### config.mk
export PLATFORM = sky130hd
export DESIGN_NAME = rtp_header_and_extension_parser_top
export DESIGN_NICKNAME = d
export VERILOG_FILES = /design/src/hw/rtl/rtphp_pkg.sv /design/src/hw/rtl/rtphp_parser.sv /design/src/hw/rtl/rtphp_out_queue.sv /design/src/hw/rtl/rtp_header_and_extension_parser_top.sv
export SDC_FILE = /design/constraint.sdc
export NUM_CORES = 1
export LEC_CHECK = 0
export ABC_AREA = 1
export BUFFER_PORTS_ARGS = -buffer_cell sky130_fd_sc_hd__buf_2
export CAP_MARGIN = 20
export CORE_MARGIN = 4
export CORE_UTILIZATION = 60
export DETAILED_ROUTE_END_ITERATION = 12
export HOLD_SLACK_MARGIN = 0.02
export PLACE_DENSITY = 0.89
export SLEW_MARGIN = 30
export SYNTH_ARGS = -nofsm -noshare
export SYNTH_HDL_FRONTEND = slang
export SYNTH_HIERARCHICAL = 1
export SYNTH_SLANG_ARGS = --single-unit
### constraint.sdc
create_clock -name clk_i -period 32.5 [get_ports clk_i]
set_input_delay 4.875 -clock clk_i [delete_from_list [all_inputs] [get_ports clk_i]]
set_output_delay 4.875 -clock clk_i [all_outputs]
set_load 0.1 [all_outputs]
### src/hw/rtl/rtphp_pkg.sv
// ----------------------------------------------------------------------------
// RTP header parser package
// Shared types, status codes and helpers for the RTP header and extension
// parser.
// ----------------------------------------------------------------------------
package rtphp_pkg;

  // Default packet size limit in bytes
  localparam int unsigned MAX_PACKET_BYTES_DEF = 2048;

  // Width of absolute extension offsets (header end + 4 + 4 * 65535)
  localparam int unsigned EXT_END_W = 19;

  // Fixed header fields
  localparam logic [1:0]  RTP_VERSION    = 2'd2;
  localparam logic [6:0]  FIXED_HDR_LEN  = 7'd12;
  localparam logic [15:0] PROFILE_ONE_B  = 16'hBEDE;
  localparam logic [11:0] PROFILE_TWO_B  = 12'h100;
  localparam logic [3:0]  ONE_B_STOP_ID  = 4'hF;

  // Result kinds
  localparam logic KIND_ELEMENT = 1'b0;
  localparam logic KIND_VERDICT = 1'b1;

  typedef enum logic [3:0] {
    ST_OK           = 4'd0,
    ST_NOT_RTP      = 4'd1,
    ST_CSRC_SHORT   = 4'd2,
    ST_EXT_HDR_SHRT = 4'd3,
    ST_EXT_VAL_SHRT = 4'd4,
    ST_PAD_NO_PLD   = 4'd5,
    ST_PAD_ZERO     = 4'd6,
    ST_PAD_TOO_BIG  = 4'd7,
    ST_TOO_LONG     = 4'd8
  } status_e;

  typedef enum logic [1:0] {
    STYLE_NONE    = 2'd0,
    STYLE_ONE_B   = 2'd1,
    STYLE_TWO_B   = 2'd2,
    STYLE_UNKNOWN = 2'd3
  } style_e;

  typedef enum logic [1:0] {
    PH_ID   = 2'd0,
    PH_LEN  = 2'd1,
    PH_SKIP = 2'd2
  } phase_e;

  typedef struct packed {
    logic [7:0] data_byte;
    logic       last_byte;
  } in_t;

  typedef struct packed {
    logic        result_kind;
    logic [7:0]  element_id;
    logic [10:0] element_offset;
    logic [7:0]  element_length;
    status_e     status;
    logic [11:0] payload_offset;
    logic [11:0] payload_length;
    logic [7:0]  padding_length;
    logic [3:0]  csrc_count;
    style_e      extension_style;
    logic        final_result;
  } out_t;

  // Results produced by one accepted byte, in delivery order
  typedef struct packed {
    logic [1:0] count;
    out_t       first;
    out_t       second;
  } push_t;

  // End of the fixed header plus CSRC list
  function automatic logic [6:0] hdr_end(input logic [3:0] cc);
    return FIXED_HDR_LEN + {1'b0, cc, 2'b00};
  endfunction

  // Extension style from the profile word
  function automatic style_e profile_style(input logic [15:0] prof);
    style_e s;
    if (prof == PROFILE_ONE_B) begin
      s = STYLE_ONE_B;
    end else if (prof[15:4] == PROFILE_TWO_B) begin
      s = STYLE_TWO_B;
    end else begin
      s = STYLE_UNKNOWN;
    end
    return s;
  endfunction

endpackage

### src/hw/rtl/rtphp_parser.sv
// ----------------------------------------------------------------------------
// RTP header parser core
// Per-byte header tracking, extension element walk and packet verdict.
// ----------------------------------------------------------------------------
module rtphp_parser #(
  parameter int unsigned MAX_PACKET_BYTES = rtphp_pkg::MAX_PACKET_BYTES_DEF
) (
  input  logic              clk_i,
  input  logic              rst_ni,
  input  logic              accept_i,
  input  rtphp_pkg::in_t    in_data_i,
  output rtphp_pkg::push_t  push_o
);

  localparam int unsigned PW = $clog2(MAX_PACKET_BYTES + 1);
  localparam int unsigned EW = rtphp_pkg::EXT_END_W;

  logic [PW-1:0]         pos_q, pos_d;
  logic [7:0]            fhb_q, fhb_d;
  logic [3:0]            cc_q, cc_d;
  logic [15:0]           prof_q, prof_d;
  logic [15:0]           words_q, words_d;
  logic [EW-1:0]         ext_end_q, ext_end_d;
  rtphp_pkg::phase_e     phase_q, phase_d;
  logic [8:0]            skip_q, skip_d;
  logic [7:0]            pend_q, pend_d;
  logic                  stop_q, stop_d;
  logic                  ovf_q, ovf_d;

  logic [7:0]            b;
  logic [EW-1:0]         pos_x, h, idpos;
  logic [4:0]            one_len;
  rtphp_pkg::style_e     wstyle, vstyle;
  logic                  walk_on, e_vld;
  rtphp_pkg::out_t       elem, verd;
  logic [EW-1:0]         lenx, hv, poff, plen;
  rtphp_pkg::status_e    st;
  logic [7:0]            pad;
  logic [3:0]            vcc;

  assign b       = in_data_i.data_byte;
  assign pos_x   = EW'(pos_q);
  assign h       = EW'(rtphp_pkg::hdr_end(cc_q));
  assign idpos   = pos_x - EW'(1);
  assign one_len = {1'b0, b[3:0]} + 5'd1;
  assign wstyle  = rtphp_pkg::profile_style(prof_q);

  // Walk is live inside the extension body of a version 2 packet with X set
  assign walk_on = (fhb_q[7:6] == rtphp_pkg::RTP_VERSION) && fhb_q[4] &&
                   ((wstyle == rtphp_pkg::STYLE_ONE_B) ||
                    (wstyle == rtphp_pkg::STYLE_TWO_B)) &&
                   !stop_q && (pos_x >= h + EW'(4)) && (pos_x < ext_end_q);

  // Advance parser state and build results
  always_comb begin
    pos_d     = pos_q;
    fhb_d     = fhb_q;
    cc_d      = cc_q;
    prof_d    = prof_q;
    words_d   = words_q;
    ext_end_d = ext_end_q;
    phase_d   = phase_q;
    skip_d    = skip_q;
    pend_d    = pend_q;
    stop_d    = stop_q;
    ovf_d     = ovf_q;
    e_vld     = 1'b0;
    elem      = '0;

    elem.result_kind     = rtphp_pkg::KIND_ELEMENT;
    elem.status          = rtphp_pkg::ST_OK;
    elem.csrc_count      = cc_q;
    elem.extension_style = wstyle;
    elem.final_result    = !in_data_i.last_byte;

    if (accept_i) begin
      if (pos_q >= PW'(MAX_PACKET_BYTES)) begin
        ovf_d = 1'b1;
      end else begin
        if (pos_q == '0) begin
          fhb_d = b;
          cc_d  = b[3:0];
        end else begin
          // Capture extension header words
          if (pos_x == h) begin
            prof_d = {b, 8'h00};
          end else if (pos_x == h + EW'(1)) begin
            prof_d = prof_q | {8'h00, b};
          end else if (pos_x == h + EW'(2)) begin
            words_d = {b, 8'h00};
          end else if (pos_x == h + EW'(3)) begin
            words_d   = words_q | {8'h00, b};
            ext_end_d = h + EW'(4) + EW'({words_d, 2'b00});
          end

          // Walk extension elements
          if (walk_on) begin
            case (phase_q)
              rtphp_pkg::PH_SKIP: begin
                if (skip_q != '0) begin
                  skip_d = skip_q - 9'd1;
                end
                if (skip_d == '0) begin
                  phase_d = rtphp_pkg::PH_ID;
                end
              end
              rtphp_pkg::PH_LEN: begin
                if (pos_x + EW'(1) + EW'(b) > ext_end_q) begin
                  stop_d = 1'b1;
                end else begin
                  e_vld               = 1'b1;
                  elem.element_id     = pend_q;
                  elem.element_offset = idpos[10:0];
                  elem.element_length = b;
                  skip_d  = {1'b0, b};
                  phase_d = (b == 8'd0) ? rtphp_pkg::PH_ID : rtphp_pkg::PH_SKIP;
                end
              end
              default: begin
                if (wstyle == rtphp_pkg::STYLE_ONE_B) begin
                  if (b[7:4] == rtphp_pkg::ONE_B_STOP_ID) begin
                    stop_d = 1'b1;
                  end else if (b[7:4] != 4'd0) begin
                    if (pos_x + EW'(1) + EW'(one_len) > ext_end_q) begin
                      stop_d = 1'b1;
                    end else begin
                      e_vld               = 1'b1;
                      elem.element_id     = {4'd0, b[7:4]};
                      elem.element_offset = pos_x[10:0];
                      elem.element_length = {3'd0, one_len};
                      skip_d  = {4'd0, one_len};
                      phase_d = rtphp_pkg::PH_SKIP;
                    end
                  end
                end else begin
                  if (pos_x + EW'(1) >= ext_end_q) begin
                    stop_d = 1'b1;
                  end else if (b != 8'd0) begin
                    pend_d  = b;
                    phase_d = rtphp_pkg::PH_LEN;
                  end
                end
              end
            endcase
          end
        end
        pos_d = pos_q + PW'(1);
      end
    end

    // Packet verdict from the updated state
    lenx   = EW'(pos_d);
    hv     = EW'(rtphp_pkg::hdr_end(cc_d));
    vstyle = rtphp_pkg::STYLE_NONE;
    if ((fhb_d[7:6] == rtphp_pkg::RTP_VERSION) && fhb_d[4] && (lenx >= hv + EW'(4))) begin
      vstyle = rtphp_pkg::profile_style(prof_d);
    end
    st   = rtphp_pkg::ST_OK;
    poff = '0;
    plen = '0;
    pad  = '0;
    vcc  = cc_d;
    if (ovf_d) begin
      st = rtphp_pkg::ST_TOO_LONG;
    end else if ((lenx < EW'(rtphp_pkg::FIXED_HDR_LEN)) ||
                 (fhb_d[7:6] != rtphp_pkg::RTP_VERSION)) begin
      st = rtphp_pkg::ST_NOT_RTP;
    end else if (lenx < hv) begin
      st = rtphp_pkg::ST_CSRC_SHORT;
    end else begin
      poff = hv;
      if (fhb_d[4]) begin
        if (lenx < hv + EW'(4)) begin
          st = rtphp_pkg::ST_EXT_HDR_SHRT;
        end else if (lenx < ext_end_d) begin
          st = rtphp_pkg::ST_EXT_VAL_SHRT;
        end else begin
          poff = ext_end_d;
        end
      end
      if (st == rtphp_pkg::ST_OK) begin
        plen = lenx - poff;
        if (fhb_d[5]) begin
          if (plen == '0) begin
            st = rtphp_pkg::ST_PAD_NO_PLD;
          end else if (b == 8'd0) begin
            st = rtphp_pkg::ST_PAD_ZERO;
          end else if (plen < EW'(b)) begin
            st = rtphp_pkg::ST_PAD_TOO_BIG;
          end else begin
            pad  = b;
            plen = plen - EW'(b);
          end
        end
      end
    end
    if (st != rtphp_pkg::ST_OK) begin
      poff = '0;
      plen = '0;
      pad  = '0;
    end
    if (st == rtphp_pkg::ST_NOT_RTP) begin
      vcc    = '0;
      vstyle = rtphp_pkg::STYLE_NONE;
    end

    verd                 = '0;
    verd.result_kind     = rtphp_pkg::KIND_VERDICT;
    verd.status          = st;
    verd.payload_offset  = poff[11:0];
    verd.payload_length  = plen[11:0];
    verd.padding_length  = pad;
    verd.csrc_count      = vcc;
    verd.extension_style = vstyle;
    verd.final_result    = 1'b1;

    // Return to reset after the last byte
    if (accept_i && in_data_i.last_byte) begin
      pos_d     = '0;
      fhb_d     = '0;
      cc_d      = '0;
      prof_d    = '0;
      words_d   = '0;
      ext_end_d = '0;
      phase_d   = rtphp_pkg::PH_ID;
      skip_d    = '0;
      pend_d    = '0;
      stop_d    = 1'b0;
      ovf_d     = 1'b0;
    end
  end

  // Hand results to the output queue
  always_comb begin
    push_o.count  = {1'b0, e_vld} + {1'b0, accept_i & in_data_i.last_byte};
    push_o.first  = e_vld ? elem : verd;
    push_o.second = verd;
  end

  always_ff @(posedge clk_i or negedge rst_ni) begin
    if (!rst_ni) begin
      pos_q     <= '0;
      fhb_q     <= '0;
      cc_q      <= '0;
      prof_q    <= '0;
      words_q   <= '0;
      ext_end_q <= '0;
      phase_q   <= rtphp_pkg::PH_ID;
      skip_q    <= '0;
      pend_q    <= '0;
      stop_q    <= 1'b0;
      ovf_q     <= 1'b0;
    end else begin
      pos_q     <= pos_d;
      fhb_q     <= fhb_d;
      cc_q      <= cc_d;
      prof_q    <= prof_d;
      words_q   <= words_d;
      ext_end_q <= ext_end_d;
      phase_q   <= phase_d;
      skip_q    <= skip_d;
      pend_q    <= pend_d;
      stop_q    <= stop_d;
      ovf_q     <= ovf_d;
    end
  end

endmodule

### src/hw/rtl/rtphp_out_queue.sv
// ----------------------------------------------------------------------------
// RTP header parser result queue
// Three-slot result register queue; takes up to two results per cycle and
// delivers one per output transaction.
// ----------------------------------------------------------------------------
module rtphp_out_queue (
  input  logic              clk_i,
  input  logic              rst_ni,
  input  rtphp_pkg::push_t  push_i,
  output logic              room_o,
  output logic              out_valid_o,
  input  logic              out_ready_i,
  output rtphp_pkg::out_t   out_data_o
);

  localparam int unsigned DEPTH = 3;

  rtphp_pkg::out_t slot_q [DEPTH];
  rtphp_pkg::out_t slot_d [DEPTH];
  logic [1:0]      cnt_q, cnt_d;
  logic            pop;
  logic [1:0]      base;
  logic [2:0]      base1;

  assign pop         = out_valid_o & out_ready_i;
  assign base        = cnt_q - {1'b0, pop};
  assign base1       = {1'b0, base} + 3'd1;
  assign cnt_d       = base + push_i.count;
  assign room_o      = (cnt_q <= 2'd1);
  assign out_valid_o = (cnt_q != 2'd0);
  assign out_data_o  = slot_q[0];

  // Shift out the delivered result, append new ones behind the rest
  always_comb begin
    for (int i = 0; i < DEPTH; i++) begin
      slot_d[i] = slot_q[i];
    end
    if (pop) begin
      for (int i = 0; i < DEPTH - 1; i++) begin
        slot_d[i] = slot_q[i+1];
      end
    end
    for (int i = 0; i < DEPTH; i++) begin
      if ((push_i.count != 2'd0) && (2'(i) == base)) begin
        slot_d[i] = push_i.first;
      end
      if ((push_i.count == 2'd2) && (3'(i) == base1)) begin
        slot_d[i] = push_i.second;
      end
    end
  end

  always_ff @(posedge clk_i) begin
    for (int i = 0; i < DEPTH; i++) begin
      slot_q[i] <= slot_d[i];
    end
  end

  always_ff @(posedge clk_i or negedge rst_ni) begin
    if (!rst_ni) begin
      cnt_q <= '0;
    end else begin
      cnt_q <= cnt_d;
    end
  end

endmodule

### src/hw/rtl/rtp_header_and_extension_parser_top.sv
// ----------------------------------------------------------------------------
// RTP header and extension parser
// Parses one RTP packet byte per transaction, reports extension elements
// and one verdict per packet.
// ----------------------------------------------------------------------------
// Results: each result is registered in the result queue before it is offered.
// Throughput: one byte per cycle while the result queue has room; a byte that reports an
//   element and ends the packet gives two results, delivered one per output transaction.
// Input ready drops while the queue holds two or more results.
// Reset: all parser state clears at once and the queue empties; no sweep.
module rtp_header_and_extension_parser_top #(
  parameter int unsigned MAX_PACKET_BYTES = rtphp_pkg::MAX_PACKET_BYTES_DEF
) (
  input  logic             clk_i,
  input  logic             rst_ni,
  input  logic             in_valid_i,
  output logic             in_ready_o,
  input  rtphp_pkg::in_t   in_data_i,
  output logic             out_valid_o,
  input  logic             out_ready_i,
  output rtphp_pkg::out_t  out_data_o
);

  rtphp_pkg::push_t push;
  logic             accept;

  assign accept = in_valid_i & in_ready_o;

  // Parse bytes
  rtphp_parser #(
    .MAX_PACKET_BYTES(MAX_PACKET_BYTES)
  ) u_parser (
    .clk_i    (clk_i),
    .rst_ni   (rst_ni),
    .accept_i (accept),
    .in_data_i(in_data_i),
    .push_o   (push)
  );

  // Queue results
  rtphp_out_queue u_queue (
    .clk_i      (clk_i),
    .rst_ni     (rst_ni),
    .push_i     (push),
    .room_o     (in_ready_o),
    .out_valid_o(out_valid_o),
    .out_ready_i(out_ready_i),
    .out_data_o (out_data_o)
  );

endmodule

==> key figures <==
Floorplan
  – Die width: 203 um
  – Die area: 41300 sq um
  – Die H: just over 200 um
  – Ports: 86
  – # rows: 71
  – Core Area: between 30000 and 40000 sq um
  – Initial core utilization: 0.608

Routing
  – First DRT Iteration DRCs: around 2600
  – DRT Wirelength: 67.5 mm
  – Top sig layer: met4
  – Routed wl met2: 30.4 mm
  – Drt first pass iters: 6
  – Post-DRT Antenna Nets: 0
  – DRC viols: 0
  – WL per Instance: 19.3 um
  – M1 WL: 26.2 mm
  – Vias per cell: 6.00
  – Metal3 WL: a little under 8 mm
  – Via count: 21000

Place
  – DP HPWL: 46.5 mm
  – GPL Wtd Cong: around 1.1
  – DP Area: 22900 sq um
  – Buffers on Ports: 85
  – Pre-CTS WS: 18070 ps
  – Placed Instances: 3437

Timing
  – Final period utilization: 0.437
  – Max Slew Vio Count: 0
  – TNS Setup: 0 ps
  – Max Clock Freq: 70.4 MHz
  – Final Hold Fails: 0
  – RSZ-0062 raised after global routing: false
  – Min setup slack post-route: 18290 ps
  – WHS: 496 ps
  – Fin Clk Skew: ~31 ps
  – Worst slew margin: 0.361
  – Minimum clock period: 14210 ps
  – Least-Margin Pin Slew: 958 ps
  – Setup Viol. Count Final: 0

Layout
  – Fin cells: 3500
  – Nets: 3115
  – Final Util: 0.638
  – Antenna diodes: 0
  – Area growth syn-to-layout: 5.04%
  – Design area: 24000 sq um
  – Layout cells sized above 1: 0.0830

Global routing
  – Total gr overflow: 0
  – Pin count of the biggest net entering global routing: 89
  – Global-route usage over all layers: 0.316
  – Number of global-route vias before repair: 19700
  – First-pass GRT wire length: ~110 mm
  – Initial antenna violation count: 1

Critical path
  – Crit path max fanout: 17
  – Worst Setup Start Kind: input pin
  – WS Path Type: input pin to register
  – CP arrival: 14570 ps
  – Setup crit end kind: register
  – Max stage delay cell, worst path: o21ai_1
  – WP data required: 32860 ps
  – Max incr delay on CP: ~750 ps
  – Worst reg-to-reg path cell count: 46

Min path
  – Hold path cells: 2
  – HP Class: register to register

Clock network
  – Hold Buf Count CTS: 0
  – Postcts setup bufs: 0
  – H-tree depth: 2
  – Resize count post-CTS: 0
  – CTS buffer count: 35
  – Root buffer cell: clkbuf_16
  – # clock sinks: 307
  – Clock Path Buffers: 3
  – Clk_lat worst skew: 560 ps
  – Clock-pin slew on the worst setup and hold paths: 60 ps
  – CTS tree: done

Logic synthesis
  – Yosys warning count: 6
  – Cells after Synth: between 3000 and 4000
  – Synth area leader: edfxtp_1
  – Synth area leaders: edfxtp_1 28%, dfrtp_1 10%, nand2_1 9.9%, inv_1 8.1%, ha_1 7.3%
  – Library cells used by synthesis: 62
  – EDFF count, synth: 213
  – Synth Register Bits: 307
  – Seq/Total Area, Yosys: 0.382
  – Ys async rst share: 0.306
  – Synthesized area: 22900 sq um
  – Synth top area share: 0.280
  – Syn_area_per_cell: about 7.6 sq um
  – Primary FF master, synth: edfxtp_1

Outcome
  – Status: completed

Pwr
  – Maximum vdd drop: 0.0503 mV
  – Pwr per Cell Area: 93.2 nW/um^2
  – Static leakage: roughly 11 nW
  – Design Power: 2.24 mW

Flow run
  – Max-cap violation count: 0
[cell type report]
class | count | area (sq um)
Fill cell | 3138 | 13600
Multi-Input combinational cell | 2002 | 11000
Sequential cell | 307 | 8750
Inverter | 511 | 1920
Clock buffer | 48 | 997
Tap cell | 511 | 639
Timing Repair Buffer | 106 | 626
Clock inverter | 15 | 138
[worst paths after layout]
kind	from	endpoint	slack [ps]
min in group asynchronous	rst_ni	u_parser/words_q[0]	4360
worst max-delay path	in_valid_i	u_queue/slot_q[0][7]	18290
worst min register to register	u_parser/pend_q[5]	u_parser/pend_q[5]	500
worst max register to register	u_queue/cnt_q[1]	u_queue/slot_q[0][7]	22190
max in group asynchronous	rst_ni	u_parser/words_q[2]	27000
worst min-delay path	u_parser/pend_q[5]	u_parser/pend_q[5]	500
[layer usage]
metal	vias to the layer above	track usage
met3	232	0.0633
met4	0	0.133
met2	1351	0.506
li1	9717	-
met5	-	0
met1	9712	0.423
[cell usage in the layout (no fill, tap or decap), types with 5 or more instances in the layout]
cell and n:
dfrtp_1 94, clkbuf_1 8, clkinv_2 5, xor2_1 50
a211oi_1 5, clkbuf_16 37, nand3b_1 5, buf_2 84
nor3_2 25, nor3_1 42, nand2_2 8, o21bai_1 5
nand3_2 6, nor4_1 29, a21oi_1 97, a21o_1 5
a31oi_1 6, inv_1 491, nand2_4 5, buf_4 20
nor3b_1 5, fa_1 5, conb_1 34, nand4_1 113
o21ai_0 100, nor2_1 241, inv_2 14, nand3_1 243
nand2_1 600, nor2_2 10, edfxtp_1 213, xnor2_1 13
o21ai_1 149, o21a_1 5, o31ai_1 8, o41ai_1 7
ha_1 133, clkinv_1 11
[sequential cells by signal (all words and copies together), names as in the netlist]
signal	cells
u_queue/slot_q	213
u_parser/ext_end_q	19
u_parser/prof_q	16
u_parser/words_q	16
u_parser/pos_q	12
u_parser/skip_q	9
u_parser/pend_q	8
u_parser/cc_q	4
u_parser/fhb_q	4
u_parser/phase_q	2
u_queue/cnt_q	2
u_parser/ovf_q	1
u_parser/stop_q	1
[where the power goes]
group	leakage (nW)	switching (mW)	internal, mW	total [mW]
clock network	0.559	0.162	0.232	0.394
logic	7.09	0.936	0.342	1.28
registers	3.31	0.0483	0.519	0.567
[synthesized netlist by cell type, types with 10 or more instances]
| cell type | instances |
|---|---|
| buf_1 | 10 |
| a21oi_1 | 97 |
| nand2_1 | 601 |
| inv_1 | 492 |
| o21ai_0 | 101 |
| nand4_1 | 113 |
| ha_1 | 134 |
| buf_2 | 48 |
| nand3_1 | 244 |
| buf_4 | 102 |
| nor2_1 | 243 |
| inv_2 | 13 |
| dfrtp_1 | 94 |
| nor4_1 | 29 |
| nor3_1 | 42 |
| buf_6 | 17 |
| o21ai_1 | 148 |
| nor3_2 | 25 |
| xnor2_1 | 13 |
| clkbuf_1 | 46 |
| edfxtp_1 | 213 |
| xor2_1 | 50 |
[cell families (layout without fill, tap and decap cells)]
family	count (synthesis)	after routing	share of synthesized area
other cells	2	34	0.000328
flops	307	307	0.382
mux	2	2	0.000930
buf+inv	736	680	0.146
compound gates	410	410	0.0972
fa+ha+maj	139	139	0.0776
xor+xnor	63	63	0.0241
simple gates	1354	1354	0.272
[worst max-delay path: cells and delay by family]
family	cells	cell delay (ps)
adders and majority gates	4	1270
and+or+nand+nor	23	4770
AOI/OAI and AO/OA	8	2180
buffers and inverters	10	1310
xor gates and xnor gates	1	170
No activity file was read; power rests on OpenSTA's default activity.
